## src/sv/stable_priority_task_queue_top_macros.svh

```systemverilog
// ----------------------------------------------------------------------------
// Assertion macros
// Shared concurrent assertion forms for the task queue RTL.
// ----------------------------------------------------------------------------
`ifndef STABLE_PRIORITY_TASK_QUEUE_TOP_MACROS_SVH
`define STABLE_PRIORITY_TASK_QUEUE_TOP_MACROS_SVH

`ifndef ASSERT_OFF

`define SPTQ_ASSERT_NOW(label, clk, rst, a, b) \
   label: assert property (@(posedge clk) disable iff (rst) (a) |-> (b)) \
      else $error("assertion failed");

`define SPTQ_ASSERT_NEXT(label, clk, rst, a, b) \
   label: assert property (@(posedge clk) disable iff (rst) (a) |=> (b)) \
      else $error("assertion failed");

`else

`define SPTQ_ASSERT_NOW(label, clk, rst, a, b)

`define SPTQ_ASSERT_NEXT(label, clk, rst, a, b)

`endif

`endif

```

## src/sv/sptq_pkg.sv

```systemverilog
// ----------------------------------------------------------------------------
// sptq_pkg
// Types and constants shared by the task queue cells and top level.
// ----------------------------------------------------------------------------
package sptq_pkg;

   localparam int DEPTH_DEF    = 16;
   localparam int TAG_BITS_DEF = 16;
   localparam int PRI_BITS_DEF = 2;

   typedef enum logic [1:0] {
      KIND_ADD      = 2'd0,
      KIND_TAKE     = 2'd1,
      KIND_COMPLETE = 2'd2,
      KIND_CANCEL   = 2'd3
   } kind_type;

   typedef enum logic [1:0] {
      STAT_OK       = 2'd0,
      STAT_NOTHING  = 2'd1,
      STAT_FULL     = 2'd2,
      STAT_NOTFOUND = 2'd3
   } status_type;

   typedef enum logic [1:0] {
      CELL_HOLD   = 2'd0,
      CELL_INSERT = 2'd1,
      CELL_SHIFT  = 2'd2,
      CELL_ROTATE = 2'd3
   } cell_op_type;

   typedef struct packed {
      cell_op_type op;
      logic        occ_self;
      logic        occ_right;
   } cell_ctrl_type;

endpackage

```

## src/sv/sptq_cell.sv

```systemverilog
// ----------------------------------------------------------------------------
// sptq_cell
// One slot of the pending list: holds a tag and priority, trades with neighbours.
// ----------------------------------------------------------------------------
module sptq_cell #(
   parameter int TAG_BITS = sptq_pkg::TAG_BITS_DEF,
   parameter int PRI_BITS = sptq_pkg::PRI_BITS_DEF
) (
   input  logic                  clock,
   input  sptq_pkg::cell_ctrl_type ctrl,
   input  logic [TAG_BITS-1:0]   new_tag,
   input  logic [PRI_BITS-1:0]   new_pri,
   input  logic [TAG_BITS-1:0]   head_tag,
   input  logic [PRI_BITS-1:0]   head_pri,
   input  logic [TAG_BITS-1:0]   left_tag,
   input  logic [PRI_BITS-1:0]   left_pri,
   input  logic                  left_keep,
   input  logic [TAG_BITS-1:0]   right_tag,
   input  logic [PRI_BITS-1:0]   right_pri,
   output logic [TAG_BITS-1:0]   tag_out,
   output logic [PRI_BITS-1:0]   pri_out,
   output logic                  keep_out
);
   import sptq_pkg::*;

   logic [TAG_BITS-1:0] tag_ff, tag_in;
   logic [PRI_BITS-1:0] pri_ff, pri_in;

   // entry stays put on insert when it ranks at or above the new one
   assign keep_out = ctrl.occ_self && (pri_ff >= new_pri);

   always_comb begin
      tag_in = tag_ff;
      pri_in = pri_ff;
      case (ctrl.op)
         CELL_INSERT: begin
            if (!keep_out) begin
               if (left_keep) begin
                  tag_in = new_tag;
                  pri_in = new_pri;
               end else begin
                  tag_in = left_tag;
                  pri_in = left_pri;
               end
            end
         end
         CELL_SHIFT: begin
            tag_in = right_tag;
            pri_in = right_pri;
         end
         CELL_ROTATE: begin
            if (ctrl.occ_right) begin
               tag_in = right_tag;
               pri_in = right_pri;
            end else if (ctrl.occ_self) begin
               tag_in = head_tag;
               pri_in = head_pri;
            end
         end
         default: begin
            tag_in = tag_ff;
            pri_in = pri_ff;
         end
      endcase
   end

   always_ff @(posedge clock) begin
      tag_ff <= tag_in;
      pri_ff <= pri_in;
   end

   assign tag_out = tag_ff;
   assign pri_out = pri_ff;

endmodule

```

## src/sv/stable_priority_task_queue_top.sv

```systemverilog
// ----------------------------------------------------------------------------
// stable_priority_task_queue_top
// Priority-ordered task list with take, complete and cancel by tag.
// ----------------------------------------------------------------------------
// Add, take and complete are handled in the cycle the request word is accepted
// and their response word is registered on that edge, so one such item a cycle
// while the response side keeps up. Cancel rotates the whole pending list
// through the head of the cell chain, one entry a cycle, dropping matches as
// they pass: it holds the request side in the rotate and finish states until
// its response word is registered. No request is taken while a response word
// is stalled.
module stable_priority_task_queue_top #(
   parameter int DEPTH    = sptq_pkg::DEPTH_DEF,
   parameter int TAG_BITS = sptq_pkg::TAG_BITS_DEF,
   parameter int PRI_BITS = sptq_pkg::PRI_BITS_DEF,
   localparam int CNT_W   = $clog2(DEPTH + 1),
   localparam int SIZE_W  = $clog2(DEPTH + 2)
) (
   input  logic                clock,
   input  logic                reset,
   input  logic                req_valid,
   output logic                req_stall,
   input  logic [1:0]          req_kind,
   input  logic [TAG_BITS-1:0] req_task_tag,
   input  logic [PRI_BITS-1:0] req_task_priority,
   output logic                rsp_valid,
   input  logic                rsp_stall,
   output logic [1:0]          rsp_status,
   output logic [TAG_BITS-1:0] rsp_taken_tag,
   output logic [PRI_BITS-1:0] rsp_taken_priority,
   output logic [CNT_W-1:0]    rsp_pending_count,
   output logic [SIZE_W-1:0]   rsp_queue_size,
   output logic                rsp_queue_empty
);
   import sptq_pkg::*;

`include "stable_priority_task_queue_top_macros.svh"

   typedef enum logic [2:0] {
      ST_IDLE   = 3'b001,
      ST_ROTATE = 3'b010,
      ST_FINISH = 3'b100
   } state_type;

   state_type state_ff, state_in;

   logic [CNT_W-1:0]    total_ff, total_in;
   logic [CNT_W-1:0]    step_ff, step_in;
   logic                held_ff, held_in;
   logic                found_ff, found_in;
   logic [TAG_BITS-1:0] cancel_tag_ff, cancel_tag_in;

   logic                rsp_valid_ff, rsp_valid_in;
   logic [1:0]          rsp_status_ff, rsp_status_in;
   logic [TAG_BITS-1:0] rsp_tag_ff, rsp_tag_in;
   logic [PRI_BITS-1:0] rsp_pri_ff, rsp_pri_in;
   logic [CNT_W-1:0]    rsp_count_ff, rsp_count_in;
   logic [SIZE_W-1:0]   rsp_size_ff, rsp_size_in;
   logic                rsp_empty_ff, rsp_empty_in;

   logic [TAG_BITS-1:0] cell_tag  [DEPTH];
   logic [PRI_BITS-1:0] cell_pri  [DEPTH];
   logic                cell_keep [DEPTH];
   logic [DEPTH-1:0]    occ;

   cell_op_type op;
   logic        rsp_free;
   logic        req_accept;
   logic        head_match;

   assign rsp_free   = !rsp_valid_ff || !rsp_stall;
   assign req_stall  = (state_ff != ST_IDLE) || !rsp_free;
   assign req_accept = req_valid && !req_stall;
   assign head_match = (cell_tag[0] == cancel_tag_ff);

   always_comb begin
      op = CELL_HOLD;
      if (req_accept) begin
         if (req_kind == KIND_ADD && total_ff != CNT_W'(DEPTH)) begin
            op = CELL_INSERT;
         end else if (req_kind == KIND_TAKE && total_ff != '0) begin
            op = CELL_SHIFT;
         end
      end else if (state_ff == ST_ROTATE && step_ff != '0) begin
         op = CELL_ROTATE;
      end
   end

   for (genvar i = 0; i < DEPTH; i++) begin : g_cell
      cell_ctrl_type       ctrl;
      logic [TAG_BITS-1:0] left_tag, right_tag;
      logic [PRI_BITS-1:0] left_pri, right_pri;
      logic                left_keep;

      assign occ[i] = (CNT_W'(i) < total_ff);

      if (i == 0) begin : g_first
         assign left_tag  = req_task_tag;
         assign left_pri  = req_task_priority;
         assign left_keep = 1'b1;
      end else begin : g_mid
         assign left_tag  = cell_tag[i-1];
         assign left_pri  = cell_pri[i-1];
         assign left_keep = cell_keep[i-1];
      end

      if (i == DEPTH - 1) begin : g_last
         assign right_tag      = cell_tag[i];
         assign right_pri      = cell_pri[i];
         assign ctrl.occ_right = 1'b0;
      end else begin : g_inner
         assign right_tag      = cell_tag[i+1];
         assign right_pri      = cell_pri[i+1];
         assign ctrl.occ_right = occ[i+1];
      end

      assign ctrl.op       = op;
      assign ctrl.occ_self = occ[i];

      sptq_cell #(
         .TAG_BITS (TAG_BITS),
         .PRI_BITS (PRI_BITS)
      ) u_cell (
         .clock     (clock),
         .ctrl      (ctrl),
         .new_tag   (req_task_tag),
         .new_pri   (req_task_priority),
         .head_tag  (cell_tag[0]),
         .head_pri  (cell_pri[0]),
         .left_tag  (left_tag),
         .left_pri  (left_pri),
         .left_keep (left_keep),
         .right_tag (right_tag),
         .right_pri (right_pri),
         .tag_out   (cell_tag[i]),
         .pri_out   (cell_pri[i]),
         .keep_out  (cell_keep[i])
      );
   end

   always_comb begin
      state_in      = state_ff;
      total_in      = total_ff;
      step_in       = step_ff;
      held_in       = held_ff;
      found_in      = found_ff;
      cancel_tag_in = cancel_tag_ff;

      rsp_valid_in  = rsp_valid_ff && rsp_stall;
      rsp_status_in = rsp_status_ff;
      rsp_tag_in    = rsp_tag_ff;
      rsp_pri_in    = rsp_pri_ff;
      rsp_count_in  = rsp_count_ff;
      rsp_size_in   = rsp_size_ff;
      rsp_empty_in  = rsp_empty_ff;

      case (state_ff)
         ST_IDLE: begin
            if (req_accept) begin
               rsp_valid_in  = 1'b1;
               rsp_status_in = STAT_OK;
               rsp_tag_in    = '0;
               rsp_pri_in    = '0;
               case (req_kind)
                  KIND_ADD: begin
                     if (total_ff == CNT_W'(DEPTH)) begin
                        rsp_status_in = STAT_FULL;
                     end else begin
                        total_in = total_ff + 1'b1;
                     end
                  end
                  KIND_TAKE: begin
                     if (total_ff == '0) begin
                        rsp_status_in = STAT_NOTHING;
                     end else begin
                        rsp_tag_in = cell_tag[0];
                        rsp_pri_in = cell_pri[0];
                        total_in   = total_ff - 1'b1;
                        held_in    = 1'b1;
                     end
                  end
                  KIND_COMPLETE: begin
                     if (held_ff) begin
                        held_in = 1'b0;
                     end else begin
                        rsp_status_in = STAT_NOTHING;
                     end
                  end
                  default: begin
                     rsp_valid_in  = 1'b0;
                     cancel_tag_in = req_task_tag;
                     step_in       = total_ff;
                     found_in      = 1'b0;
                     state_in      = ST_ROTATE;
                  end
               endcase
            end
         end
         ST_ROTATE: begin
            if (step_ff == '0) begin
               state_in = ST_FINISH;
            end else begin
               step_in = step_ff - 1'b1;
               if (head_match) begin
                  total_in = total_ff - 1'b1;
                  found_in = 1'b1;
               end
            end
         end
         ST_FINISH: begin
            if (rsp_free) begin
               rsp_valid_in  = 1'b1;
               rsp_status_in = found_ff ? STAT_OK : STAT_NOTFOUND;
               rsp_tag_in    = '0;
               rsp_pri_in    = '0;
               state_in      = ST_IDLE;
            end
         end
         default: begin
            state_in = ST_IDLE;
         end
      endcase

      if (rsp_valid_in && !(rsp_valid_ff && rsp_stall)) begin
         rsp_count_in = total_in;
         rsp_size_in  = SIZE_W'(total_in) + SIZE_W'(held_in);
         rsp_empty_in = (total_in == '0) && !held_in;
      end
   end

   always_ff @(posedge clock) begin
      if (reset) begin
         state_ff     <= ST_IDLE;
         total_ff     <= '0;
         step_ff      <= '0;
         held_ff      <= 1'b0;
         found_ff     <= 1'b0;
         rsp_valid_ff <= 1'b0;
      end else begin
         state_ff     <= state_in;
         total_ff     <= total_in;
         step_ff      <= step_in;
         held_ff      <= held_in;
         found_ff     <= found_in;
         rsp_valid_ff <= rsp_valid_in;
      end
   end

   always_ff @(posedge clock) begin
      cancel_tag_ff <= cancel_tag_in;
      rsp_status_ff <= rsp_status_in;
      rsp_tag_ff    <= rsp_tag_in;
      rsp_pri_ff    <= rsp_pri_in;
      rsp_count_ff  <= rsp_count_in;
      rsp_size_ff   <= rsp_size_in;
      rsp_empty_ff  <= rsp_empty_in;
   end

   assign rsp_valid          = rsp_valid_ff;
   assign rsp_status         = rsp_status_ff;
   assign rsp_taken_tag      = rsp_tag_ff;
   assign rsp_taken_priority = rsp_pri_ff;
   assign rsp_pending_count  = rsp_count_ff;
   assign rsp_queue_size     = rsp_size_ff;
   assign rsp_queue_empty    = rsp_empty_ff;

   `SPTQ_ASSERT_NOW(a_total_range, clock, reset, 1'b1, total_ff <= CNT_W'(DEPTH))
   `SPTQ_ASSERT_NOW(a_step_range, clock, reset, state_ff == ST_ROTATE, step_ff <= total_ff)
   `SPTQ_ASSERT_NEXT(a_rotate_no_grow, clock, reset, state_ff == ST_ROTATE, total_ff <= $past(total_ff))
   `SPTQ_ASSERT_NEXT(a_cancel_enters, clock, reset, req_accept && req_kind == KIND_CANCEL, state_ff == ST_ROTATE)
   `SPTQ_ASSERT_NEXT(a_finish_responds, clock, reset, state_ff == ST_FINISH && rsp_free, rsp_valid_ff && state_ff == ST_IDLE)

endmodule

```

## config.mk

```make
export PLATFORM = sky130hd
export DESIGN_NAME = stable_priority_task_queue_top
export DESIGN_NICKNAME = d
export VERILOG_FILES = /design/src/sv/sptq_pkg.sv /design/src/sv/sptq_cell.sv /design/src/sv/stable_priority_task_queue_top.sv
export VERILOG_INCLUDE_DIRS = /design/src /design/src/sv
export SDC_FILE = /design/constraint.sdc
export NUM_CORES = 1
export LEC_CHECK = 0
export BUFFER_PORTS_ARGS = -buffer_cell sky130_fd_sc_hd__buf_2
export CAP_MARGIN = 20
export CORE_ASPECT_RATIO = 1.4
export CORE_MARGIN = 2
export CORE_UTILIZATION = 50
export CTS_BUF_LIST = sky130_fd_sc_hd__clkbuf_8
export CTS_CLUSTER_SIZE = 40
export DETAILED_ROUTE_END_ITERATION = 8
export HOLD_SLACK_MARGIN = 0.15
export PLACE_DENSITY = 0.66
export SETUP_SLACK_MARGIN = 0.2
export SLEW_MARGIN = 15
export SYNTH_ARGS = -nofsm -noshare
export SYNTH_HDL_FRONTEND = slang
export SYNTH_SLANG_ARGS = --single-unit
```

## constraint.sdc

```tcl
create_clock -name clock -period 12.25 [get_ports clock]
set_input_delay 1.8375 -clock clock [delete_from_list [all_inputs] [get_ports clock]]
set_output_delay 1.8375 -clock clock [all_outputs]
set_load 0.05 [all_outputs]
```

==> qor.csv, run 1 <==
metric;value;unit
status;finished, final reports clean;
I/O pins;57;
part of the power in the clock network;31.0;%
fmax;0.204;GHz
worst vdd ir;0.0684;mV
Sw Ratio;31.2;%
Mapped Nets;1776;
Startpoint Class;primary input;
Worst Max-Slew Pin Slew;1.16;ns
placed cell area;20500;µm²
register area share after synthesis;52.5;%
CTS resizes;0;
Worst-path clk slew;0.07;ns
logic gate share of total power;20.1;%
Yosys cell types;65;
synthesized cell area;19800;µm²
top cells by area, synth;edfxtp_1, mux2i_1, a221o_1;
post-route cell area;21600;µm²
share of cells above drive strength 1;13.5;%
Net Sw Power;989;µW
Max clock buf depth;3;
Synth area leader;edfxtp_1;
H-tree levels;2;
post-layout util;55.3;%
clock sinks;351;
CP cell instances;buf_2 -> inv_1 -> ha_1 -> inv_1 -> a21oi_1 -> nand3_2 -> nand2_4 -> buf_4 -> buf_4 -> nor2_1 -> a221o_1;
Non-Filler Instances;2285;
initial antenna violation count;1;
Power, Total;3170;µW
Synth Area per Inst;11.6;µm²
starting density of the core;50.5;%
TNS Setup;0;ns
Fin. Hold Viols;0;
port bufs;56;
CTS Hold Bufs;0;
first-pass GRT wire length;85700;µm
WS Path Type;primary input to register;
fill cell count;3469;
Worst path slowest cell;buf_4;
Worst Skew;0.0330;ns
DR WL/cell;24.2;µm
Die H;239;µm
GPL Wtd Cong;0.923;
Arr. time, crit path;5.28;ns
largest net degree at the start of global routing;99;
slew margin rel.;23.0;%
Setup Buffers After CTS;0;
most common cell in the netlist;edfxtp_1;
vias per cell;6.53;
gr ovfl total;0;
number of global-route vias before repair;15100;
Pins Over Slew Limit;0;
Leak;0.00736;µW
ys async rst share;0;%
fin crit share;40.1;%
Post-synth EDFFs;335;
post-DP HPWL;36900;µm
crit end category;register;
Synthesis Warnings;0;
top cells by count, synth;edfxtp_1, mux2i_1, nor2_1, a221o_1, o21ai_0;
WL final;55300;µm
Final min period;4.91;ns
Max Cap Viol;0;
HP Class;register to register;
Mapped Cells;1709;
post-layout net count;1783;
site row count;86;
root buffer cell;clkbuf_8;
gr usage total;26.7;%
via count;14900;
die width;172;µm
Synth top area share;50.8;%
critical path fanouts, max;57;
Core ar.;39200;µm²
DRC violations left;0;
Main synth FF type;edfxtp_1;
Antenna Diode Count;0;
Req. time, crit path;12.62;ns
Reg power frac;48.9;%
Area Overhead vs Synth;9.42;%
Largest stage delay, worst path;0.59;ns
clock latency at the later pin of the worst-skew pair;0.64;ns
Pwr Density;147;nW/µm²
CTS tree;yes;
RSZ-0062 raised after global routing;no;
Num CTS Buffers;55;
drt first-iter violations;1502;
placed insts;2184;
#FFs+latches synth;351;
first-pass detailed-route iteration total;6;
Pint;2190;µW
Setup violations, final;0;
antenna-violating nets left;0;
die area;41200;µm²
[layout make-up]
class / count / area [µm²] / share of cell area [%]
Clock inverter: 41 / 259 / 1.20
Timing Repair Buffer: 115 / 746 / 3.44
Multi-Input combinational cell: 1142 / 8630 / 39.9
Clock buffer: 57 / 785 / 3.62
Sequential cell: 351 / 10400 / 47.9
Inverter: 51 / 191 / 0.884
Tap cell: 528 / 661 / 3.05
[layer usage]
layer / part of all wire [%] / track usage (%)
met5: 0.022 / 0
met2: 53 / 47.9
met4: 3.3 / 9.73
met1: 39 / 32.9
met3: 5.2 / 3.11
[critical path, delay by kind of cell]
kind / cells / cell delay (ns)
buffers and inverters: 5 / 1.47
and+or+nand+nor: 3 / 1.13
AOI/OAI and AO/OA: 2 / 0.51
adders and majority gates: 1 / 0.26
[layout by cell type (no fill, tap or decap), types with 6 or more instances in the layout]
master and n:
a21boi_0 7, a21oi_1 23, a221o_1 147, a222oi_1 16, a22oi_1 104, a31oi_1 6
and3_1 20, buf_2 56, buf_4 56, clkbuf_8 57, clkinv_1 9, clkinv_2 9
dfxtp_1 16, edfxtp_1 335, ha_1 43, inv_1 68, mux2_2 17, mux2i_1 252
nand2_1 76, nand2b_1 16, nand3_1 10, nor2_1 172, nor2_2 6, o21a_1 6
o21ai_0 121, xnor2_1 6, xor2_1 13
[power by group through the flow]
stage / Clock, µW / Sequential (µW) / Combinational, µW
after floorplan: 0 / 1650 / 360
after global placement: 0 / 1570 / 620
after detailed placement: 0 / 1580 / 633
after CTS: 1000 / 1550 / 636
after global routing: 1060 / 1560 / 688
final: 984 / 1550 / 637
[cell families (layout without fill, tap and decap cells)]
group                    count (synthesis)  in the layout  synth area share [%]
multiplexers                           269            269                  13.7
flip-flops                             351            351                  52.5
AND/OR/NAND/NOR                        348            348                  7.89
XOR/XNOR                                19             19                 0.841
buffers and inverters                  216            264                  4.49
AO/OA/AOI/OAI                          463            463                  17.9
adder cells (fa/ha/maj)                 43             43                  2.72
[metrics by stage]
stage	hold WS [ns]	worst slack (ns)
CTS	0.488	7.45
floorplan	0.445	6.89
detailed placement	0.476	6.79
global placement	0.465	6.87
global route	0.520	7.10
finish	0.491	7.34
[registers in the layout, summed over array words and instances, names as in the netlist, 2 cells and up]
register / cells
rsp_taken_priority: 2
state_ff: 3
rsp_status: 2
step_ff: 5
cancel_tag_ff: 16
rsp_queue_size: 5
rsp_taken_tag: 16
g_cell.u_cell.pri_out: 32
rsp_pending_count: 5
total_ff: 5
g_cell.u_cell.tag_out: 256
[path summary, 6_finish.rpt]
kind / startpoint / endpoint / slack [ns] / depth (start not counted)
worst max-delay path: req_kind[1] / g_cell[10].u_cell.tag_out[14]$_DFFE_PP_ / 7.34 / 11
worst min-delay path: found_ff$_SDFFE_PP0P_ / found_ff$_SDFFE_PP0P_ / 0.49 / 2
worst max register to register: total_ff[0]$_SDFF_PP0_ / g_cell[10].u_cell.tag_out[14]$_DFFE_PP_ / 7.50 / 10
worst min register to register: found_ff$_SDFFE_PP0P_ / found_ff$_SDFFE_PP0P_ / 0.49 / 2
Note: power is estimated with default switching activity, not from simulation.
==> run 2, diff against run 1 <==
--- a/config.mk
+++ b/config.mk
@@ -15,7 +15,7 @@
 export CTS_CLUSTER_SIZE = 40
 export DETAILED_ROUTE_END_ITERATION = 8
 export HOLD_SLACK_MARGIN = 0.15
-export PLACE_DENSITY = 0.66
+export PLACE_DENSITY = 0.69
 export SETUP_SLACK_MARGIN = 0.2
 export SLEW_MARGIN = 15
 export SYNTH_ARGS = -nofsm -noshare
==> constraint.sdc (replaced) <==
create_clock -name clock -period 4.1 [get_ports clock]
set_input_delay 0.615 -clock clock [delete_from_list [all_inputs] [get_ports clock]]
set_output_delay 0.615 -clock clock [all_outputs]
set_load 0.05 [all_outputs]
==> run 2 against run 1 <==
Compared with the run above: first-iteration DRC count increased by 20%; global-route usage increased by 0.70 points; non-clock buffer count increased by 28; sequential share of layout area decreased by 0.24 points; highest routed layer unchanged.
==> qor.csv, run 2 (same netlist as run 1, synthesis figures left out) <==
metric;value;unit;change
via count;15300;;was 14900
reg-to-reg setup timing slack;0.66;ns;was 7.50 ns
first-pass detailed-route iteration total;6;;unchanged
gr ovfl total;0;;unchanged
CTS resizes;0;;unchanged
Area Overhead vs Synth;9.97;%;was 9.42%
HP Class;primary input to register;;was register to register
Worst-path clk slew;0.06;ns;was 0.07 ns
Arr. time, crit path;3.77;ns;was 5.28 ns
highest metal used;met5;;unchanged
Max Cap Viol;0;;unchanged
commonest non-fill, non-tap cell in the layout;edfxtp_1;;unchanged
GPL Wtd Cong;0.930;;was 0.923
Core ar.;39200;µm²;unchanged
status;finished, final reports clean;;unchanged
Die H;239;µm;unchanged
Largest register FFs;256;;unchanged
FF-to-FF End;rsp_queue_size[4]$_DFFE_PP_;;was g_cell[10].u_cell.tag_out[14]$_DFFE_PP_
Met2 Wirelength;29200;µm;about the same
Power, Total;9350;µW;was 3170 µW
Num CTS Buffers;54;;was 55
Max clock buf depth;3;;unchanged
R2R Path Start;g_cell[0].u_cell.tag_out[12]$_DFFE_PP_;;was total_ff[0]$_SDFF_PP0_
WL final;56700;µm;was 55300 µm
first-pass GRT wire length;88200;µm;was 85700 µm
site row count;86;;unchanged
met1 WL;21700;µm;was 21300 µm
critical path fanouts, max;17;;was 57
most frequent cells in the layout;edfxtp_1, mux2i_1, nor2_1, a221o_1, o21ai_0;;unchanged
Worst Skew;0.0221;ns;was 0.0330 ns
worst hold path stage count;3;;was 2
drt first-iter violations;1797;;was 1502
Net Sw Power;2970;µW;was 989 µW
CTS tree;yes;;unchanged
WHS;0.338;ns;was 0.491 ns
post-layout net count;1810;;was 1783
Pins Over Slew Limit;0;;unchanged
Antenna Diode Count;0;;unchanged
gr usage total;27.4;%;was 26.7%
antenna-violating nets left;0;;unchanged
slew margin rel.;24.8;%;was 23.0%
Pwr Density;430;nW/µm²;was 147 nW/µm²
Final min period;3.44;ns;
port bufs;56;;unchanged
clock sinks;351;;unchanged
HP Start;rsp_stall;;was found_ff$_SDFFE_PP0P_
crit end category;register;;unchanged
Req. time, crit path;4.43;ns;was 12.62 ns
fill cell count;3419;;was 3469
Worst Max-Slew Pin Slew;1.13;ns;was 1.16 ns
WL met3;3870;µm;was 2900 µm
Reg power frac;49.9;%;was 48.9%
number of global-route vias before repair;15600;;was 15100
Fin. Hold Viols;0;;unchanged
initial antenna violation count;1;;unchanged
hold path endpoint;state_ff[2]$_SDFFE_PP0P_;;was found_ff$_SDFFE_PP0P_
die area;41200;µm²;unchanged
Sw Ratio;31.7;%;was 31.2%
TNS Setup;0;ns;unchanged
H-tree levels;2;;unchanged
die width;172;µm;unchanged
Leak;0.00746;µW;was 0.00736 µW
post-layout util;55.5;%;was 55.3%
CTS Hold Bufs;0;;unchanged
DRC violations left;0;;unchanged
I/O pins;57;;unchanged
RSZ-0062 raised after global routing;no;;unchanged
post-DP HPWL;38400;µm;was 36900 µm
clock latency at the later pin of the worst-skew pair;0.61;ns;was 0.64 ns
share of cells above drive strength 1;14.1;%;was 13.5%
vias per cell;6.60;;was 6.53
starting density of the core;50.5;%;unchanged
Pint;6380;µW;was 2190 µW
DR WL/cell;24.5;µm;was 24.2 µm
worst vdd ir;0.256;mV;was 0.0684 mV
part of the power in the clock network;29.4;%;was 31.0%
fin crit share;83.9;%;
largest net degree at the start of global routing;79;;was 99
logic gate share of total power;20.7;%;was 20.1%
Setup Buffers After CTS;0;;unchanged
r2r worst-path depth;9;;was 10
root buffer cell;clkbuf_8;;unchanged
Setup violations, final;0;;unchanged
Startpoint Class;register;;was primary input
fmax;0.291;GHz;
WS Path Type;register to register;;was primary input to register
-- run 2: cell types whose count changed in the layout (fill, tap and decap cells not counted), sizes merged --
cell      change
bufinv        -2
inv           +2
clkinvlp      -1
clkbuf        -2
buf          +28
clkinv        +5
-- run 2: area by class of cell --
class,instances,area [µm²],area share [%]
multi-input combinational,1142,8600,39.5
timing repair buffer,143,962,4.42
clock inverter,45,208,0.955
clock buffer,55,757,3.48
sequential,351,10400,47.7
tap,528,661,3.04
inverter,51,191,0.880
-- run 2: power groups by stage --
stage               clock, µW  sequential [µW]  combinational [µW]
finish                   2750             4660                1940
global route             2930             4690                2090
CTS                      2800             4660                1920
detailed placement          0             4730                1910
global placement            0             4730                1860
floorplan                   0             4920                1080
-- run 2: worst max path at each step --
| stage | end | cells past startpoint | slack [ns] | startpoint |
|---|---|---|---|---|
| after floorplan | g_cell[2].u_cell.pri_out[0]$_DFFE_PP_ | 8 | 0.38 | req_task_priority[1] |
| after global routing | rsp_queue_size[4]$_DFFE_PP_ | 9 | 0.42 | g_cell[0].u_cell.tag_out[3]$_DFFE_PP_ |
| after CTS | rsp_queue_size[4]$_DFFE_PP_ | 9 | 0.68 | g_cell[0].u_cell.tag_out[3]$_DFFE_PP_ |
| after global placement | rsp_queue_size[4]$_DFFE_PP_ | 9 | 0.73 | g_cell[0].u_cell.tag_out[3]$_DFFE_PP_ |
| after detailed placement | rsp_queue_size[4]$_DFFE_PP_ | 9 | 0.69 | g_cell[0].u_cell.tag_out[12]$_DFFE_PP_ |
| final | rsp_queue_size[4]$_DFFE_PP_ | 9 | 0.66 | g_cell[0].u_cell.tag_out[12]$_DFFE_PP_ |
-- run 2: metrics by stage --
step	cell area, µm²	instances	setup slack (ns)
floorplan	19800	1709	0.377
global placement	20800	2214	0.728
detailed placement	20800	2215	0.692
CTS	21800	2315	0.681
global route	21800	2315	0.417
finish	21800	2315	0.660
-- run 2: layer usage --
metal / track usage, % / up-vias
li1: - / 6730
met1: 34.2 / 7672
met2: 47.8 / 724
met3: 4.06 / 149
met4: 10.3 / 2
met5: 0 / -
-- run 2: worst max-delay path, stage by stage (launching register included) --
cell      delay (ns)
edfxtp_1        0.81
xor2_1          0.19
nor4_1          0.34
and4b_1         0.41
nand2_1         0.23
a31oi_1         0.49
ha_1            0.28
ha_1            0.19
nand3_1         0.09
xnor2_1         0.14
